$ cat src/rtl/mmet_ram.sv
// Generic simple dual-port RAM with one write port and a registered read port.
// Stand-alone; no package dependency.
module mmet_ram #(
    parameter int unsigned WIDTH = 8,
    parameter int unsigned DEPTH = 64
) (
    input  logic                     i_clk,
    input  logic                     i_we,
    input  logic [$clog2(DEPTH)-1:0] i_waddr,
    input  logic [WIDTH-1:0]         i_wdata,
    input  logic [$clog2(DEPTH)-1:0] i_raddr,
    output logic [WIDTH-1:0]         o_rdata
);

    logic [WIDTH-1:0] mem [DEPTH];
    logic [WIDTH-1:0] r_rdata;

    always_ff @(posedge i_clk) begin
        if (i_we) begin
            mem[i_waddr] <= i_wdata;
        end
        r_rdata <= mem[i_raddr];
    end

    assign o_rdata = r_rdata;

endmodule

$ cat config.mk
export PLATFORM = sky130hd
export DESIGN_NAME = mmet_ram
export DESIGN_NICKNAME = d
export VERILOG_FILES = /design/src/rtl/mmet_ram.sv
export SDC_FILE = /design/constraint.sdc
export NUM_CORES = 1
export LEC_CHECK = 0
export BUFFER_PORTS_ARGS = -buffer_cell sky130_fd_sc_hd__buf_2
export CAP_MARGIN = 20
export CORE_MARGIN = 10
export CORE_UTILIZATION = 40
export CTS_CLUSTER_DIAMETER = 80
export DETAILED_ROUTE_END_ITERATION = 10
export MAX_ROUTING_LAYER = met4
export PLACE_DENSITY_LB_ADDON = 0.15
export SLEW_MARGIN = 20
export SYNTH_ARGS = -nofsm -noshare
export SYNTH_HDL_FRONTEND = slang
export SYNTH_SLANG_ARGS = --single-unit
export TNS_END_PERCENT = 30
$ cat constraint.sdc
create_clock -name i_clk -period 3 [get_ports i_clk]
set_clock_uncertainty 0.1 [all_clocks]
set_input_delay 0.6 -clock i_clk [delete_from_list [all_inputs] [get_ports i_clk]]
set_output_delay 0.6 -clock i_clk [all_outputs]
set_load 0.03 [all_outputs]
**After elaboration in Yosys (flattened, before gate mapping)**

Memories as Yosys holds them, arrays and structs flattened. A register that Yosys moved wholly into a read port is not among the register bits.
Cells that the tools add are included.
Widths: inputs -> output; s select.

- Memories: 1
- Input port bits: 22
- Output and inout bits: 8
- Bits in registers: 0
- Bits in writable memories: 512
- Word-level logic and storage cells: 3

Memory list:

| name | depth | bits a word | read ports | clocked after memory_dff | wr ports | RTL line | source |
|---|---|---|---|---|---|---|---|
| mem | 64 | 8 | 1 | 1 | 1 | 15 | `logic [WIDTH-1:0] mem [DEPTH];` |

- Muxes and demuxes: 2

Operators by type and width:

| cell | count |
|---|---|
| $mux 1 | 2 |

**Depth between registers and ports, before layout**

- Depth after elaboration: 2
- Gate-level depth with buffers: 9
- Mapped depth without buffers: 5

**Worst setup path before layout**

OpenSTA, ideal clock, no wires.

- Path type: input to register
- Start: in i_raddr[1]
- End: reg r_rdata[3] (netlist: o_rdata[3]) (read register of mem)
- Buffers on the path: 3
- Setup time: 0.128 ns
- Cell stages on the path: 7
- Data arrival time: 2.140 ns
- Path slack: 0.632 ns
- Path through: buf_4 -> buf_2 -> buf_2 -> mux4_2 -> mux4_2 -> o21ai_1 -> o41ai_1

RTL lines:

| item | RTL line | source |
|---|---|---|
| from (decl) | 11 | `input logic [$clog2(DEPTH)-1:0] i_raddr,` |
| to (decl) | 16 | `logic [WIDTH-1:0] r_rdata;` |

==> summary.log <==
[final_layout] share of post-route cells with drive strength above 1 0.329
[detailed_routing] drt wl/cell 26.5 µm
[clock_network] master cell of the clock root buffer clkbuf_16
[floorplan] number of rows in the core area 82
[sta] Final Hold Viols 0
[yosys] top-area cell type share of the netlist area 0.762
[critical_path] startpoint of the worst register-to-register path mem[46][1]
[place] final RePlAce weighted congestion 0.839
[yosys] number of enable flip-flop cells after synthesis 512
[clock_network] PostCTS Resize Cnt 0
[critical_path] worst reg2reg setup slack 0.77 ns
[grt] largest net degree at the start of global routing 65
[yosys] number of synthesized register bits 520
[place] number of instances in the placed design 1,725
[sta] setup total negative slack 0 ns
[power_and_ir_drop] switching power summed over all nets 0.00327 W
[final_layout] net count reported at finish 1,131
[clock_network] Skew-Pair Late Insertion Delay 0.60 ns
[clock_network] number of buffers added by the clock tree synthesis step 54
[yosys] Synth top cells by count edfxtp_1 (512), mux4_2 (126), nor2_1 (83)
[detailed_routing] number of iterations in the first detailed-routing pass 5
[place] count of buffers inserted at the top-level ports 29
[yosys] number of synthesis warnings 0
[final_layout] footprint of the flip-flops and latches 0.0155 mm²
[yosys] synthesized netlist net count 962
[critical_path] Worst Reg2Reg Path Length in Cells 4
[grt] total track usage 0.168
[hold_path] kind of path behind the tightest hold check in -> reg
[yosys] Async S/R FF share, synth 0
[power_and_ir_drop] power per cell area 650 mW/mm²
[clock_network] clk slew on worst S/H paths 0.06 ns
[sta] post-route minimum period 2.43 ns
[critical_path] endpoint of the lowest-slack register-to-register path o_rdata[1]
[sta] transition at the pin with the smallest max-transition slack 0.978 ns
[yosys] predominant post-synthesis flop cell edfxtp_1
[grt] initial antenna violation count 4
[floorplan] core area 0.0500 mm²
[yosys] synthesized cell area 0.0202 mm²
[floorplan] die height 245 µm
[final_layout] fillcell total 4,225
[floorplan] total I/O pin count 30
[yosys] count of unique library cells instantiated by Yosys 40
[grt] met3 GRT Util 0.0299
[critical_path] capturing element type of the critical path flip-flop
[critical_path] CP arrival 2.79 ns
[final_layout] multi-input logic area 0.00432 mm²
[yosys] top cells by area in the synthesized netlist edfxtp_1 (76%), mux4_2 (14%), nor2_1 (1.5%), mux2i_1 (1.1%), dfxtp_1 (0.79%)
[yosys] Post-Synthesis Mean Instance Area 21.5 µm²
[grt] met2 track demand over resource in global routing 0.252
[final_layout] final cell count without fillers 1,829
[sta] unrepaired setup endpoints after global routing no
[sta] number of max-slew violations in the final report 0
[grt] first-pass GRT wire length 71,400 µm
[power_and_ir_drop] clock group share of total power 0.422
[power_and_ir_drop] power share of the sequential group 0.524
[hold_path] Hold Path Sink mem[16][2]
[grt] Most Crowded Layer GR met2
[sta] fin crit share 0.809
[power_and_ir_drop] Leakage Power 7.65 nW
[power_and_ir_drop] Peak VDD IR 478 µV
[critical_path] CP Max Fanout 28
[clock_network] total clock sinks 520
[grt] number of global-route vias before repair 10,200
[floorplan] die area 0.0598 mm²
[clock_network] CTS Buffer Depth 3
[detailed_routing] # DRC 0
[yosys] most area-hungry cell type in the Yosys netlist edfxtp_1
[sta] Final setup violation count 0
[power_and_ir_drop] switching share of power 0.212
[critical_path] Required @ worst endpoint 3.36 ns
[hold_path] cell depth of the worst min-delay path 1
[final_layout] Area Growth Syn to Fin 17.5%
[hold_path] hold path startpoint i_wdata[2]
[detailed_routing] vias post-DR 9,838
[place] placed wire-length estimate 31,600 µm
[place] worst slack after detailed placement -0.0420 ns
[clock_network] postcts setup bufs 0
[run_status] result of the run complete, no violations
[floorplan] die outline width 245 µm
[detailed_routing] First DRT Iteration DRCs 985
[yosys] proportion of synthesized chip area in sequential cells 0.770
[yosys] number of standard cells after synthesis 940
[power_and_ir_drop] Internal Power 0.0121 W
[clock_network] Post-CTS Hold Fix Bufs 0
[grt] GR Util met1 0.230
[detailed_routing] drt via density 5.38
[critical_path] type of element launching the critical path primary input
[flow_run] Max Cap Viol 0
[sta] maximum frequency from static timing analysis 412 MHz
[sta] min setup slack post-route 0.572 ns
[clock_network] CTS tree built
[floorplan] initial core utilization 0.404
[grt] GRT overflow 0
[detailed_routing] antenna-violating nets left 0
[clock_network] H-tree Lvls 2
[critical_path] Crit Path Category in -> reg
[yosys] most instantiated library cell after synthesis edfxtp_1
[power_and_ir_drop] combinational power share 0.054
[sta] Relative slew margins 0.348
[detailed_routing] total wirelength of the detailed-routed design 48,500 µm
==> kinds of logic (layout without fill, tap and decap cells) <==
| kind of cell | after synthesis | after routing | synth area share |
|---|---|---|---|
| multiplexers | 162 | 162 | 0.159 |
| AO/OA/AOI/OAI | 54 | 54 | 0.0207 |
| flip-flops | 520 | 520 | 0.770 |
| other | 0 | 4 | 0 |
| AND/OR/NAND/NOR | 153 | 153 | 0.0339 |
| buffers and inverters | 51 | 264 | 0.0157 |
==> state kept, by name (all words and copies together) (netlist names) <==
name and flops:
o_rdata 8, mem 512
==> power groups by stage <==
| stage | Combinational (W) | Sequential, W | Clock, W |
|---|---|---|---|
| floorplan | 0.000429 | 0.00824 | 0 |
| global placement | 0.000838 | 0.00823 | 0 |
| detailed placement | 0.000849 | 0.00823 | 0 |
| CTS | 0.000850 | 0.00807 | 0.00667 |
| global route | 0.000897 | 0.00807 | 0.00696 |
| finish | 0.000831 | 0.00807 | 0.00651 |
==> stage by stage <==
stage,hold WS [ns],util,total power [W],instance area (µm²)
floorplan,0.599,-,0.00866,20200
global placement,0.743,0.440,0.00906,22000
detailed placement,0.747,0.440,0.00908,22000
CTS,0.181,0.474,0.0156,23700
global route,0.221,0.474,0.0159,23700
finish,0.214,0.474,0.0154,23700
==> critical path: stages <==
cell	delay (ns)
clkbuf_8	0.35
buf_12	0.22
buf_12	0.20
buf_4	0.23
mux2i_1	0.22
a22oi_1	0.13
a221oi_1	0.65
o2bb2ai_1	0.14
==> how the worst max path moves through the flow <==
stage,endpoint,start,slack (ns),depth (start not counted)
6_report,o_rdata[1],i_raddr[0],0.57,8
5_1_grt,o_rdata[1],i_raddr[0],0.47,8
4_1_cts,o_rdata[1],i_raddr[0],0.62,8
3_5_place_dp,o_rdata[1],i_raddr[0],-0.04,8
3_3_place_gp,o_rdata[2],i_raddr[0],-0.04,8
2_1_floorplan,o_rdata[3],i_raddr[1],0.63,7
==> layout by cell type, fill, tap and decap left out, types with 2 or more instances in the layout <==
| master | instances |
|---|---|
| a2111oi_0 | 2 |
| a211oi_1 | 4 |
| a21oi_1 | 3 |
| a221oi_1 | 6 |
| a22oi_1 | 3 |
| buf_12 | 9 |
| buf_2 | 26 |
| buf_4 | 128 |
| bufinv_16 | 4 |
| clkbuf_1 | 9 |
| clkbuf_16 | 57 |
| clkinv_1 | 17 |
| clkinv_2 | 10 |
| clkinvlp_4 | 2 |
| dfxtp_1 | 8 |
| diode_2 | 4 |
| edfxtp_1 | 512 |
| mux2_2 | 13 |
| mux2i_1 | 23 |
| mux4_2 | 126 |
| nand2_1 | 19 |
| nand2b_1 | 7 |
| nand3_1 | 13 |
| nand3b_1 | 3 |
| nand4_1 | 2 |
| nor2_1 | 83 |
| nor2b_1 | 14 |
| nor3_1 | 7 |
| nor4_1 | 2 |
| o2111ai_1 | 3 |
| o21a_1 | 2 |
| o21ai_0 | 2 |
| o21ai_1 | 2 |
| o221a_2 | 2 |
| o221ai_1 | 8 |
| o22ai_1 | 8 |
| o2bb2ai_1 | 3 |
| o32ai_1 | 2 |
| o41ai_1 | 2 |
==> per-layer routing <==
layer	share of wire	vias to the layer above
met5	0	-
met3	0.061	80
met1	0.44	5220
met4	0.029	0
li1	-	4284
met2	0.47	254
==> area by class of cell <==
class	instances	area share
flip-flops and latches	520	0.655
multi-input cells	369	0.182
clock buffers	66	0.0616
repair buffers	164	0.0542
well taps	672	0.0355
clock inverters	34	0.0109
diodes	4	0.000422
(Power assumes the default switching activity.)
