File: config.mk
export PLATFORM = sky130hd
export DESIGN_NAME = mmet_ctrl
export DESIGN_NICKNAME = d
export VERILOG_FILES = /design/src/rtl/mmet_pkg.sv /design/src/rtl/mmet_match.sv /design/src/rtl/mmet_ctrl.sv
export SDC_FILE = /design/constraint.sdc
export NUM_CORES = 1
export LEC_CHECK = 0
export CAP_MARGIN = 15
export CORE_AREA = 2 2 191 193
export CTS_BUF_LIST = sky130_fd_sc_hd__clkbuf_8
export DETAILED_ROUTE_END_ITERATION = 16
export DIE_AREA = 0 0 193 195
export DONT_BUFFER_PORTS = 1
export GPL_ROUTABILITY_DRIVEN = 0
export PLACE_DENSITY = 0.46
export SETUP_SLACK_MARGIN = 0.02
export SYNTH_ARGS = -nofsm -noshare
export SYNTH_HDL_FRONTEND = slang
export SYNTH_HIERARCHICAL = 1
export SYNTH_SLANG_ARGS = --single-unit
File: constraint.sdc
create_clock -name i_clk -period 6.1 [get_ports i_clk]
set_clock_uncertainty 0.1 [all_clocks]
set_input_delay 1.22 -clock i_clk [delete_from_list [all_inputs] [get_ports i_clk]]
set_output_delay 1.22 -clock i_clk [all_outputs]
set_load 0.005 [all_outputs]
File: src/rtl/mmet_pkg.sv
// Shared types and constants of the masked match edge table.
// Used by every module of the block but mmet_ram; depends on nothing.
package mmet_pkg;

    localparam int unsigned TableEntriesDef = 64;

    localparam int unsigned OpW     = 2;
    localparam int unsigned NodeW   = 32;
    localparam int unsigned FamW    = 5;
    localparam int unsigned PrioW   = 8;
    localparam int unsigned TagW    = 8;
    localparam int unsigned RelW    = 32;
    localparam int unsigned MaskW   = 5;
    localparam int unsigned TimeW   = 48;
    localparam int unsigned OutCntW = 7;

    localparam int unsigned InFieldsW  = 2 * NodeW + FamW + PrioW + TagW + RelW + MaskW + TimeW;
    localparam int unsigned InDataW    = ((InFieldsW + 7) / 8) * 8;
    localparam int unsigned OutFieldsW = 2 * OutCntW + 1;
    localparam int unsigned OutDataW   = ((OutFieldsW + 7) / 8) * 8;

    localparam logic [OpW-1:0] OP_INSERT = 2'd0;
    localparam logic [OpW-1:0] OP_REMOVE = 2'd1;
    localparam logic [OpW-1:0] OP_EXPIRE = 2'd2;

    // Bit positions in the remove mask.
    localparam int unsigned KeyHeadBit = 0;
    localparam int unsigned KeyTailBit = 1;
    localparam int unsigned KeyFamBit  = 2;
    localparam int unsigned KeyPrioBit = 3;
    localparam int unsigned KeyTagBit  = 4;

    localparam logic [TimeW-1:0] TimeMax = '1;

    typedef struct packed {
        logic [NodeW-1:0] head;
        logic [NodeW-1:0] tail;
        logic [FamW-1:0]  family;
        logic [PrioW-1:0] prio;
        logic [TagW-1:0]  tag;
    } t_key;

    typedef struct packed {
        logic             valid;
        t_key             key;
        logic [TimeW-1:0] expiry;
    } t_entry;

    localparam int unsigned EntryW = $bits(t_entry);

    // One operation as the sweep engine sees it; expiry is already absolute.
    typedef struct packed {
        logic [OpW-1:0]   opcode;
        t_key             key;
        logic [MaskW-1:0] mask;
        logic [TimeW-1:0] now;
        logic [TimeW-1:0] expiry;
    } t_req;

    typedef struct packed {
        logic [OutCntW-1:0] removed;
        logic [OutCntW-1:0] occupancy;
        logic               dropped;
    } t_result;

endpackage

File: src/rtl/mmet_match.sv
// Per-entry decision of the sweep: does the operation delete this entry,
// and may an insert use its slot. Depends on mmet_pkg.
module mmet_match (
    input  mmet_pkg::t_req   i_req,
    input  mmet_pkg::t_entry i_entry,
    output logic             o_kill,
    output logic             o_free
);
    import mmet_pkg::*;

    logic [MaskW-1:0] eq;
    logic [MaskW-1:0] eff_mask;
    logic             key_hit;
    logic             expired;

    always_comb begin
        eq[KeyHeadBit] = (i_entry.key.head == i_req.key.head);
        eq[KeyTailBit] = (i_entry.key.tail == i_req.key.tail);
        eq[KeyFamBit]  = (i_entry.key.family == i_req.key.family);
        eq[KeyPrioBit] = (i_entry.key.prio == i_req.key.prio);
        eq[KeyTagBit]  = (i_entry.key.tag == i_req.key.tag);
    end

    // An insert replaces only exact duplicates, so it compares every key.
    assign eff_mask = (i_req.opcode == OP_INSERT) ? '1 : i_req.mask;
    assign key_hit  = &(eq | ~eff_mask);
    assign expired  = (i_entry.expiry != '0) && (i_entry.expiry < i_req.now);

    always_comb begin
        case (i_req.opcode)
            OP_INSERT, OP_REMOVE: o_kill = i_entry.valid && key_hit;
            OP_EXPIRE:            o_kill = i_entry.valid && expired;
            default:              o_kill = 1'b0;
        endcase
    end

    assign o_free = !i_entry.valid || o_kill;

endmodule

File: src/rtl/mmet_ctrl.sv
// Sweep engine: clears the entry RAM after reset, then runs each operation as
// one read-modify-write pass over all entries. Depends on mmet_pkg, mmet_match.
module mmet_ctrl #(
    parameter int unsigned TABLE_ENTRIES = mmet_pkg::TableEntriesDef
) (
    input  logic                             i_clk,
    input  logic                             i_rst_n,
    input  logic                             i_start,
    input  mmet_pkg::t_req                   i_req,
    output logic                             o_idle,
    output logic                             o_res_valid,
    input  logic                             i_res_ready,
    output mmet_pkg::t_result                o_res,
    output logic [$clog2(TABLE_ENTRIES)-1:0] o_ram_raddr,
    input  logic [mmet_pkg::EntryW-1:0]      i_ram_rdata,
    output logic                             o_ram_we,
    output logic [$clog2(TABLE_ENTRIES)-1:0] o_ram_waddr,
    output logic [mmet_pkg::EntryW-1:0]      o_ram_wdata
);
    import mmet_pkg::*;

    localparam int unsigned AW = $clog2(TABLE_ENTRIES);
    localparam int unsigned CW = $clog2(TABLE_ENTRIES + 1);
    localparam logic [AW-1:0] LastAddr = AW'(TABLE_ENTRIES - 1);

    localparam logic [2:0] ST_CLEAR = 3'd0;
    localparam logic [2:0] ST_IDLE  = 3'd1;
    localparam logic [2:0] ST_SWEEP = 3'd2;
    localparam logic [2:0] ST_PLACE = 3'd3;
    localparam logic [2:0] ST_DONE  = 3'd4;

    logic [2:0]    r_state, n_state;
    logic [AW-1:0] r_addr, n_addr;
    logic          r_issue, n_issue;
    logic          r_pend, n_pend;
    logic          r_pend_last, n_pend_last;
    logic [AW-1:0] r_pend_addr, n_pend_addr;
    t_req          r_req, n_req;
    logic [CW-1:0] r_removed, n_removed;
    logic [CW-1:0] r_count, n_count;
    logic          r_free_found, n_free_found;
    logic [AW-1:0] r_free_addr, n_free_addr;
    logic          r_dropped, n_dropped;

    t_entry        rd_entry;
    t_entry        wr_entry;
    logic          kill;
    logic          free;

    assign rd_entry = i_ram_rdata;

    mmet_match u_match (
        .i_req   (r_req),
        .i_entry (rd_entry),
        .o_kill  (kill),
        .o_free  (free)
    );

    always_comb begin
        n_state      = r_state;
        n_addr       = r_addr;
        n_issue      = 1'b0;
        n_pend       = 1'b0;
        n_pend_last  = r_pend_last;
        n_pend_addr  = r_pend_addr;
        n_req        = r_req;
        n_removed    = r_removed;
        n_count      = r_count;
        n_free_found = r_free_found;
        n_free_addr  = r_free_addr;
        n_dropped    = r_dropped;
        o_ram_we     = 1'b0;
        o_ram_waddr  = r_pend_addr;
        wr_entry       = rd_entry;
        wr_entry.valid = 1'b0;

        case (r_state)
            ST_CLEAR: begin
                o_ram_we    = 1'b1;
                o_ram_waddr = r_addr;
                wr_entry    = '0;
                if (r_addr == LastAddr) begin
                    n_state = ST_IDLE;
                    n_addr  = '0;
                end else begin
                    n_addr = r_addr + 1'b1;
                end
            end
            ST_IDLE: begin
                if (i_start) begin
                    n_req        = i_req;
                    n_state      = ST_SWEEP;
                    n_addr       = '0;
                    n_issue      = 1'b1;
                    n_removed    = '0;
                    n_free_found = 1'b0;
                    n_dropped    = 1'b0;
                end
            end
            ST_SWEEP: begin
                // Reads run one entry ahead of the write-back, so the two
                // never touch the same entry in one cycle.
                if (r_issue) begin
                    n_pend      = 1'b1;
                    n_pend_addr = r_addr;
                    n_pend_last = (r_addr == LastAddr);
                    if (r_addr != LastAddr) begin
                        n_addr  = r_addr + 1'b1;
                        n_issue = 1'b1;
                    end
                end
                if (r_pend) begin
                    if (kill) begin
                        o_ram_we  = 1'b1;
                        n_removed = r_removed + 1'b1;
                        n_count   = r_count - 1'b1;
                    end
                    // The lowest slot that is free once duplicates are gone.
                    if (free && !r_free_found) begin
                        n_free_found = 1'b1;
                        n_free_addr  = r_pend_addr;
                    end
                    if (r_pend_last) begin
                        n_state = (r_req.opcode == OP_INSERT) ? ST_PLACE : ST_DONE;
                    end
                end
            end
            ST_PLACE: begin
                if (r_free_found) begin
                    o_ram_we        = 1'b1;
                    o_ram_waddr     = r_free_addr;
                    wr_entry.valid  = 1'b1;
                    wr_entry.key    = r_req.key;
                    wr_entry.expiry = r_req.expiry;
                    n_count         = r_count + 1'b1;
                end else begin
                    n_dropped = 1'b1;
                end
                n_state = ST_DONE;
            end
            ST_DONE: begin
                if (i_res_ready) begin
                    n_state = ST_IDLE;
                end
            end
            default: begin
                n_state = ST_IDLE;
            end
        endcase
    end

    always_ff @(posedge i_clk) begin
        if (!i_rst_n) begin
            r_state      <= ST_CLEAR;
            r_addr       <= '0;
            r_issue      <= 1'b0;
            r_pend       <= 1'b0;
            r_count      <= '0;
            r_free_found <= 1'b0;
            r_dropped    <= 1'b0;
        end else begin
            r_state      <= n_state;
            r_addr       <= n_addr;
            r_issue      <= n_issue;
            r_pend       <= n_pend;
            r_count      <= n_count;
            r_free_found <= n_free_found;
            r_dropped    <= n_dropped;
        end
    end

    always_ff @(posedge i_clk) begin
        r_pend_last <= n_pend_last;
        r_pend_addr <= n_pend_addr;
        r_req       <= n_req;
        r_removed   <= n_removed;
        r_free_addr <= n_free_addr;
    end

    assign o_ram_raddr     = r_addr;
    assign o_ram_wdata     = wr_entry;
    assign o_idle          = (r_state == ST_IDLE);
    assign o_res_valid     = (r_state == ST_DONE);
    assign o_res.removed   = OutCntW'(r_removed);
    assign o_res.occupancy = OutCntW'(r_count);
    assign o_res.dropped   = r_dropped;

endmodule

# == After elaboration in Yosys (flattened, before gate mapping) ==
# Index checks and enable logic that the tools add are counted.
# classes
add_sub_neg,4
n_lt_le_gt_ge,1
eq_ne,24
muxes,41
n_bitwise,2
reduce_logical,26
# op_table
operator,count
$pmux 134 s2,1
$mux 134,1
$eq 32x32->1,2
$lt 48x48->1,1
$reduce_bool 48->1,1
$mux 7,6
$mux 6,5
$pmux 7 s2,2
$mux 3,6
$ne 2x2->1 const B,9
$pmux 6 s3,1
$eq 8x8->1,2
$reduce_and 4->1,4
$pmux 3 s5,1
$add 7x1->7 const B,2
$pmux 6 s2,1
$mux 1,11
$reduce_and 5->1,2
$pmux 1 s2,4
$sub 7x1->7 const B,1
$add 6x1->6 const B,1
$eq 3x2->1 const B,2
$eq 6x6->1 const B,1
$ne 6x6->1 const B,1
20 further kinds,30
# word_totals
reg_bits,228
inputBits,326
output_inout_bits,164
elab_cells,118

# == Depth between registers and ports, before layout ==
# Gate-level depths: netlist of the first run.
# depth
depth_word,12
ltp_mapped,13

# == Cells and area by module ==
# The synthesis of the first run kept the hierarchy.
# modules_own_cells
mod,instances,cells_each,area_per_inst_um2,seq_area_each_um2
mmet_ctrl,1,563,9107.5,6646.4
mmet_match,1,302,2280.9,0.0

# == Worst setup path before layout of the first run ==
# OpenSTA, ideal clock, no wires.
# synth_timing
path_type,input to register
from,input i_start
to,register r_req[0] in the netlist's numbering (enable)
setup_time_ns,0.540
t_arrival_ns,4.942
t_required_ns,5.460
slack_ns,0.518
path_stages,2
path_cell_list,nand2_1 > inv_1
# synth_via
elab_chain_cells,1
# synth_lines
item,line,rtl
from (decl),mmet_ctrl.sv:8,"input logic i_start,"
$reduce_and 2->1 (no line),--,
to (signal assigned),mmet_ctrl.sv:175,r_req <= n_req;
to (decl),mmet_ctrl.sv:38,"t_req r_req, n_req;"
# Every way passes these cells.
# A chain may end at the register's enable or synchronous reset.

# == Final worst setup path of the first run ==
# layout_timing
from,input i_ram_rdata[11] in the netlist's numbering
to,output o_ram_we
# layout_via
elab_chain_cells,7
# layout_lines
item,line,rtl
from (decl),mmet_ctrl.sv:15,"input logic [mmet_pkg::EntryW-1:0] i_ram_rdata,"
$lt 48x48->1 / $reduce_bool 48->1 (equally long branches),mmet_match.sv:27,assign expired = (i_entry.expiry != '0) && (i_entry.expiry < i_req.now);
$logic_and 1x1->1 *,mmet_match.sv:27,
$logic_and 1x1->1 *,mmet_match.sv:32,OP_EXPIRE: o_kill = i_entry.valid && expired;
$pmux 1 s2 *,mmet_match.sv:30,case (i_req.opcode)
named net kill,mmet_ctrl.sv:47,logic kill;
$mux 1 *,mmet_ctrl.sv:113,if (kill) begin
$mux 1 *,mmet_ctrl.sv:112,if (r_pend) begin
$pmux 1 s3 *,mmet_ctrl.sv:77,case (r_state)
to (decl),mmet_ctrl.sv:16,"output logic o_ram_we,"
# Mark *: on every way through the listed nets, which the timed path passes. The rest lies on a longest branch.

==> results.toml, run 1 <==
[pwr]
total_power_mw = 3.30
p_leak_nw = 4.64
vdd_drop_max_mv = 0.163
pwr_density_cell_nw_per_um2 = 259

[synthesis]
synth_top_cell_area_share_pct = 54.8
syn_area_per_cell_sq_um = 13.2
synth_edf_count = 208
syn_inst = 865
yosysWarnings = 6
synth_seq_area_share_pct = 58.4
synth.cell_area_sq_um = 11400
ys_types = 67
synth_nets = 1247
synth_flop_cell = "edfxtp_1"
yosys.area.top_type = "edfxtp_1"
synth_most_common_cell = "edfxtp_1"
synth_seq_cells = 228
ys_async_sr_fraction_pct = 0
yosys-top-cells-count = "208 x edfxtp_1, 134 x a22o_1, 86 x xor2_1, 55 x ha_1, 54 x inv_1"
ys_top_cells_by_area = "edfxtp_1 55%, a22o_1 10%, xor2_1 6.6%"

[routing]
wirelength_microns = 36600
first_iter_violations = 339
detail-route-antenna-nets = 0
wire_per_inst_microns = 26.5
drc = 0
vias = 7411
dr.pass1.iters = 4
viasPerCell = 5.37

[worst_setup_path]
crit_chain = "ha_1 -> a21oi_1 -> o21ai_1 -> a221o_1 -> o311ai_0 -> nand4_1 -> a21boi_1 -> nand3b_1 -> a21oi_4 -> nand2_1 -> nand2_1"
cpMostUsedCell = "nand2_1"
startpoint_type = "input port"
arrival_ns = 4.08
required_ns = 4.78
cp_max_fo = 10
max_stage_delay_ns = 0.59
reg2reg_slack_ns = 2.46
slowest_stage = "o311ai_0"
r2r_end = "r_count[6]"
reg2reg_from = "r_req[59]"
ff2ff_path_depth = 13
crit_type = "input port to output pin"
crit_path_end_kind = "output pin"

[global_routing]
grt_start_max_net_pins = 110
track_usage_pct = 18.6
grt_pass1_vias = 7730
grt_pass1_wl_microns = 50300
antenna_found_initial = 12
grt_overflow = 0

[worst_hold_path]
min_to = "r_free_addr[5]"
hp-start = "r_pend_addr[5]"
hold_class = "flip-flop to flip-flop"
hold_depth = 0

[clock_network]
clockRootBuffer = "clkbuf_8"
h-tree-depth = 2
cts_setup_buffers = 0
path_clk_slew_ns = 0.05
cts_tree = "done"
cts_buffers = 44
insertion_delay_ns = 0.58
clock_sinks = 228
cts_hold_buf = 0
clk_path_buf_depth = 3
cts_resized = 0

[sta]
slew-limit-headroom_pct = 31.2
setup_viol = 0
tightest_slew_ns = 1.03
max_freq_ghz = 0.185
setup_tns_ns = 0
post-route-period-util_pct = 88.6
rsz0062_at_grt = "false"
drv_slew = 0
hold_viol_final = 0
period_needed_ns = 5.40

[finish]
fill_cells = 3463
seqCellArea_sq_um = 6650
area_growth_pct = 11.8
nets = 1261
final_core_util_pct = 36.0
final_layout_size_suffix_gt1_share_pct = 9.07
multiInputGateArea_sq_um = 4340
final_area_sq_um = 12700

[outcome]
status = "complete, no violations"

[die]
row_count = 69
fp.dieArea_sq_um = 37600
floorplan.initialDensity_pct = 32.2
ios = 490
placeableCoreArea_sq_um = 35400
die_w_microns = 193
dieHeight_microns = 195

[placement]
placed_cell_area_sq_um = 11800
dp_hpwl_microns = 28100
io_buffer_count = 0

[run]
maxCapViolCount = 0
-- critical path: cells and delay by family --
kind / cells / cell delay, ns
adder cells (fa/ha/maj): 1 / 0.29
AO/OA/AOI/OAI: 6 / 1.82
AND/OR/NAND/NOR: 4 / 0.76
-- layer usage --
metal	share of wire, %	vias up	global-route usage [%]
li1	-	3407	-
met1	35	3524	19.1
met2	51	417	33.7
met3	12	53	8.47
met4	1.9	10	5.13
met5	0.19	-	0
-- placed cells by master (no fill, tap or decap), types with 22 or more instances in the layout --
cell	n
nand2_1	35
nor4_1	31
nor2_1	22
xor2_1	86
clkbuf_8	47
a21oi_1	30
ha_1	55
a22o_1	134
edfxtp_1	208
inv_1	63
-- flip-flops by register name, indices dropped and copies added, names as in the netlist, 3 cells and up --
name,count
r_pend_addr,6
r_req,188
r_state,3
r_free_addr,6
r_count,7
o_ram_raddr,6
r_removed,7
-- final cells by class --
type / instances / share of cell area, %
sequential: 228 / 52.2
multi-input combinational: 541 / 34.1
clock buffer: 47 / 5.08
tap: 461 / 4.53
clock inverter: 35 / 1.80
inverter: 56 / 1.73
timing repair buffer: 8 / 0.472
antenna: 4 / 0.0786
-- logic make-up after synthesis --
family / Yosys count / share of synthesized area [%]
adder cells (fa/ha/maj): 56 / 6.22
AO/OA/AOI/OAI: 227 / 16.1
multiplexers: 8 / 0.703
buffers and inverters: 96 / 3.58
XOR/XNOR: 94 / 7.23
AND/OR/NAND/NOR: 156 / 7.81
flip-flops: 228 / 58.4
-- per-stage QoR --
| step | instances | worst slack (ns) | hold slack, ns |
|---|---|---|---|
| finish | 1380 | 0.696 | 0.348 |
| global route | 1376 | 0.403 | 0.363 |
| CTS | 1376 | 0.718 | 0.350 |
| detailed placement | 1294 | 0.723 | 0.335 |
| global placement | 1294 | 0.787 | 0.332 |
| floorplan | 865 | 0.518 | 0.326 |
-- where the power goes --
| part | internal (mW) | switching (mW) |
|---|---|---|
| Sequential | 1.70 | 0.00419 |
| Combinational | 0.0325 | 0.0365 |
| Clock | 0.843 | 0.680 |
-- worst max-delay path by stage --
stage	end	depth (start not counted)	slack (ns)	from
2_1_floorplan	r_req[0]	2	0.52	i_start
3_3_place_gp	o_ram_we	11	0.79	i_ram_rdata[11]
3_5_place_dp	o_ram_we	11	0.72	i_ram_rdata[11]
4_1_cts	o_ram_we	11	0.72	i_ram_rdata[11]
5_1_grt	o_ram_we	11	0.40	i_ram_rdata[11]
6_report	o_ram_we	11	0.70	i_ram_rdata[11]
Note: power is estimated with default switching activity, not from simulation.
==> run 2: changes to the inputs <==
Clock period 6.1 ns to 6.55 ns, I/O delays scaled along.
==> results.toml, run 2 (synthesis gave the netlist of run 1 again) <==
[outcome]
status = "complete, no violations"

[global_routing]
use_met2_pct = 32.5
grt_start_max_net_pins = 147
use_met1_pct = 19.4
grt_pass1_vias = 7661
use_met3_pct = 7.71
track_usage_pct = 18.4
grt_pass1_wl_microns = 49700
antenna_found_initial = 10
top_usage_layer = "met2"
grt_overflow = 0

[clock_network]
insertion_delay_ns = 0.58
h-tree-depth = 2
clk_path_buf_depth = 3
cts_tree = "done"
clockRootBuffer = "clkbuf_8"
cts_hold_buf = 0
path_clk_slew_ns = 0.06
cts_setup_buffers = 0
clock_sinks = 228
cts_resized = 0
cts_buffers = 43

[routing]
wirelength_microns = 36300
detail-route-antenna-nets = 0
first_iter_violations = 345
vias = 7373
dr.pass1.iters = 4
viasPerCell = 5.39
wire_per_inst_microns = 26.5
drc = 0

[worst_setup_path]
crit_path_end_kind = "output pin"
ff2ff_path_depth = 13
startpoint_type = "input port"
crit_family = "compound AO/OA/AOI/OAI gates"
required_ns = 5.14
cp_max_fo = 10
reg2reg_from = "r_req[59]"
reg2reg_slack_ns = 2.91
arrival_ns = 4.13
max_stage_delay_ns = 0.59
slowest_stage = "o311ai_0"
crit_chain = "ha_1 -> a21oi_1 -> o21ai_1 -> a221o_1 -> o311ai_0 -> nand4_1 -> a21boi_1 -> nand3b_1 -> a21oi_4 -> nand2_1 -> nand2_1"
cpMostUsedCell = "nand2_1"
r2r_end = "r_count[6]"
crit_buf_inv = 0
crit_type = "input port to output pin"

[worst_hold_path]
hp-start = "r_pend_addr[3]"
min_to = "r_free_addr[3]"
hold_depth = 0
hold_class = "flip-flop to flip-flop"

[die]
row_count = 69
placeableCoreArea_sq_um = 35400
ios = 490
floorplan.initialDensity_pct = 32.2
fp.dieArea_sq_um = 37600
die_w_microns = 193
dieHeight_microns = 195

[pwr]
total_power_mw = 3.06
vdd_drop_max_mv = 0.185
pwr_density_cell_nw_per_um2 = 241
p_leak_nw = 4.60

[sta]
setup_tns_ns = 0
worst_slack_ns = 1.01
period_needed_ns = 5.54
drv_slew = 0
post-route-period-util_pct = 84.5
setup_viol = 0
tightest_slew_ns = 1.04
max_freq_ghz = 0.181
hold_viol_final = 0
rsz0062_at_grt = "false"
slew-limit-headroom_pct = 30.9

[finish]
top_register = "r_req"
seqCellArea_sq_um = 6650
area_growth_pct = 11.4
reg_top3 = "r_req x188, r_count x7, r_removed x7"
nets = 1258
fill_cells = 3448
final_layout_size_suffix_gt1_share_pct = 8.87
final_cell_mix = "208 x edfxtp_1, 134 x a22o_1, 86 x xor2_1, 59 x inv_1, 55 x ha_1"
final_area_sq_um = 12700
multiInputGateArea_sq_um = 4340
largest_reg_flops = 188
final_core_util_pct = 35.8
final_common_cell = "edfxtp_1"

[placement]
dp_hpwl_microns = 27800
io_buffer_count = 0
place_ws_ns = 1.01
placed_cell_area_sq_um = 11800

[run]
maxCapViolCount = 0
[run 2: cell types whose count changed in the layout (fill, tap and decap cells not counted), sizes merged]
cell / delta
diode: +1
clkinvlp: -1
inv: -4
clkinv: -6
buf: -2
[run 2: through the flow]
| stage | hold slack, ns | cells |
|---|---|---|
| floorplan | 0.326 | 865 |
| global placement | 0.331 | 1292 |
| detailed placement | 0.333 | 1292 |
| CTS | 0.349 | 1363 |
| global route | 0.363 | 1364 |
| finish | 0.348 | 1368 |
[run 2: worst register-to-register path, cell delays in order, from the launching register on]
cell      delay, ns
edfxtp_1       0.32
inv_1          0.04
ha_1           0.31
a21oi_1        0.15
o21ai_1        0.09
a221o_1        0.35
o311ai_0       0.59
nand4_1        0.34
a21boi_1       0.25
nand3b_1       0.15
a21oi_4        0.36
nand2_1        0.12
mux2i_1        0.19
mux2i_1        0.20
[run 2: where the power goes]
| part | switching, mW | internal (mW) |
|---|---|---|
| Sequential | 0.00387 | 1.59 |
| Clock | 0.629 | 0.775 |
| Combinational | 0.0340 | 0.0304 |
| Total | 0.667 | 2.39 |
[run 2: worst max path at each step]
stage               end  slack (ns)  cells past startpoint            start
6_report       o_ram_we        1.01                     11  i_ram_rdata[11]
5_1_grt        o_ram_we        0.72                     11   i_ram_rdata[9]
4_1_cts        o_ram_we        1.01                     11  i_ram_rdata[11]
3_5_place_dp   o_ram_we        1.01                     11  i_ram_rdata[11]
3_3_place_gp   o_ram_we        1.06                     11  i_ram_rdata[11]
2_1_floorplan  r_req[0]        0.88                      2          i_start
[run 2: final cells by class]
cell class	count	share of cell area (%)
flip-flops and latches	228	52.4
diodes	5	0.0986
repair buffers	6	0.454
multi-input cells	541	34.2
clock inverters	24	1.47
clock buffers	47	5.10
well taps	461	4.55
inverters	56	1.74
[run 2: layer usage]
| metal | up-vias | wire length [microns] |
|---|---|---|
| li1 | 3391 | - |
| met1 | 3516 | 13100 |
| met2 | 392 | 18200 |
| met3 | 66 | 3930 |
| met4 | 8 | 992 |
| met5 | - | 57 |
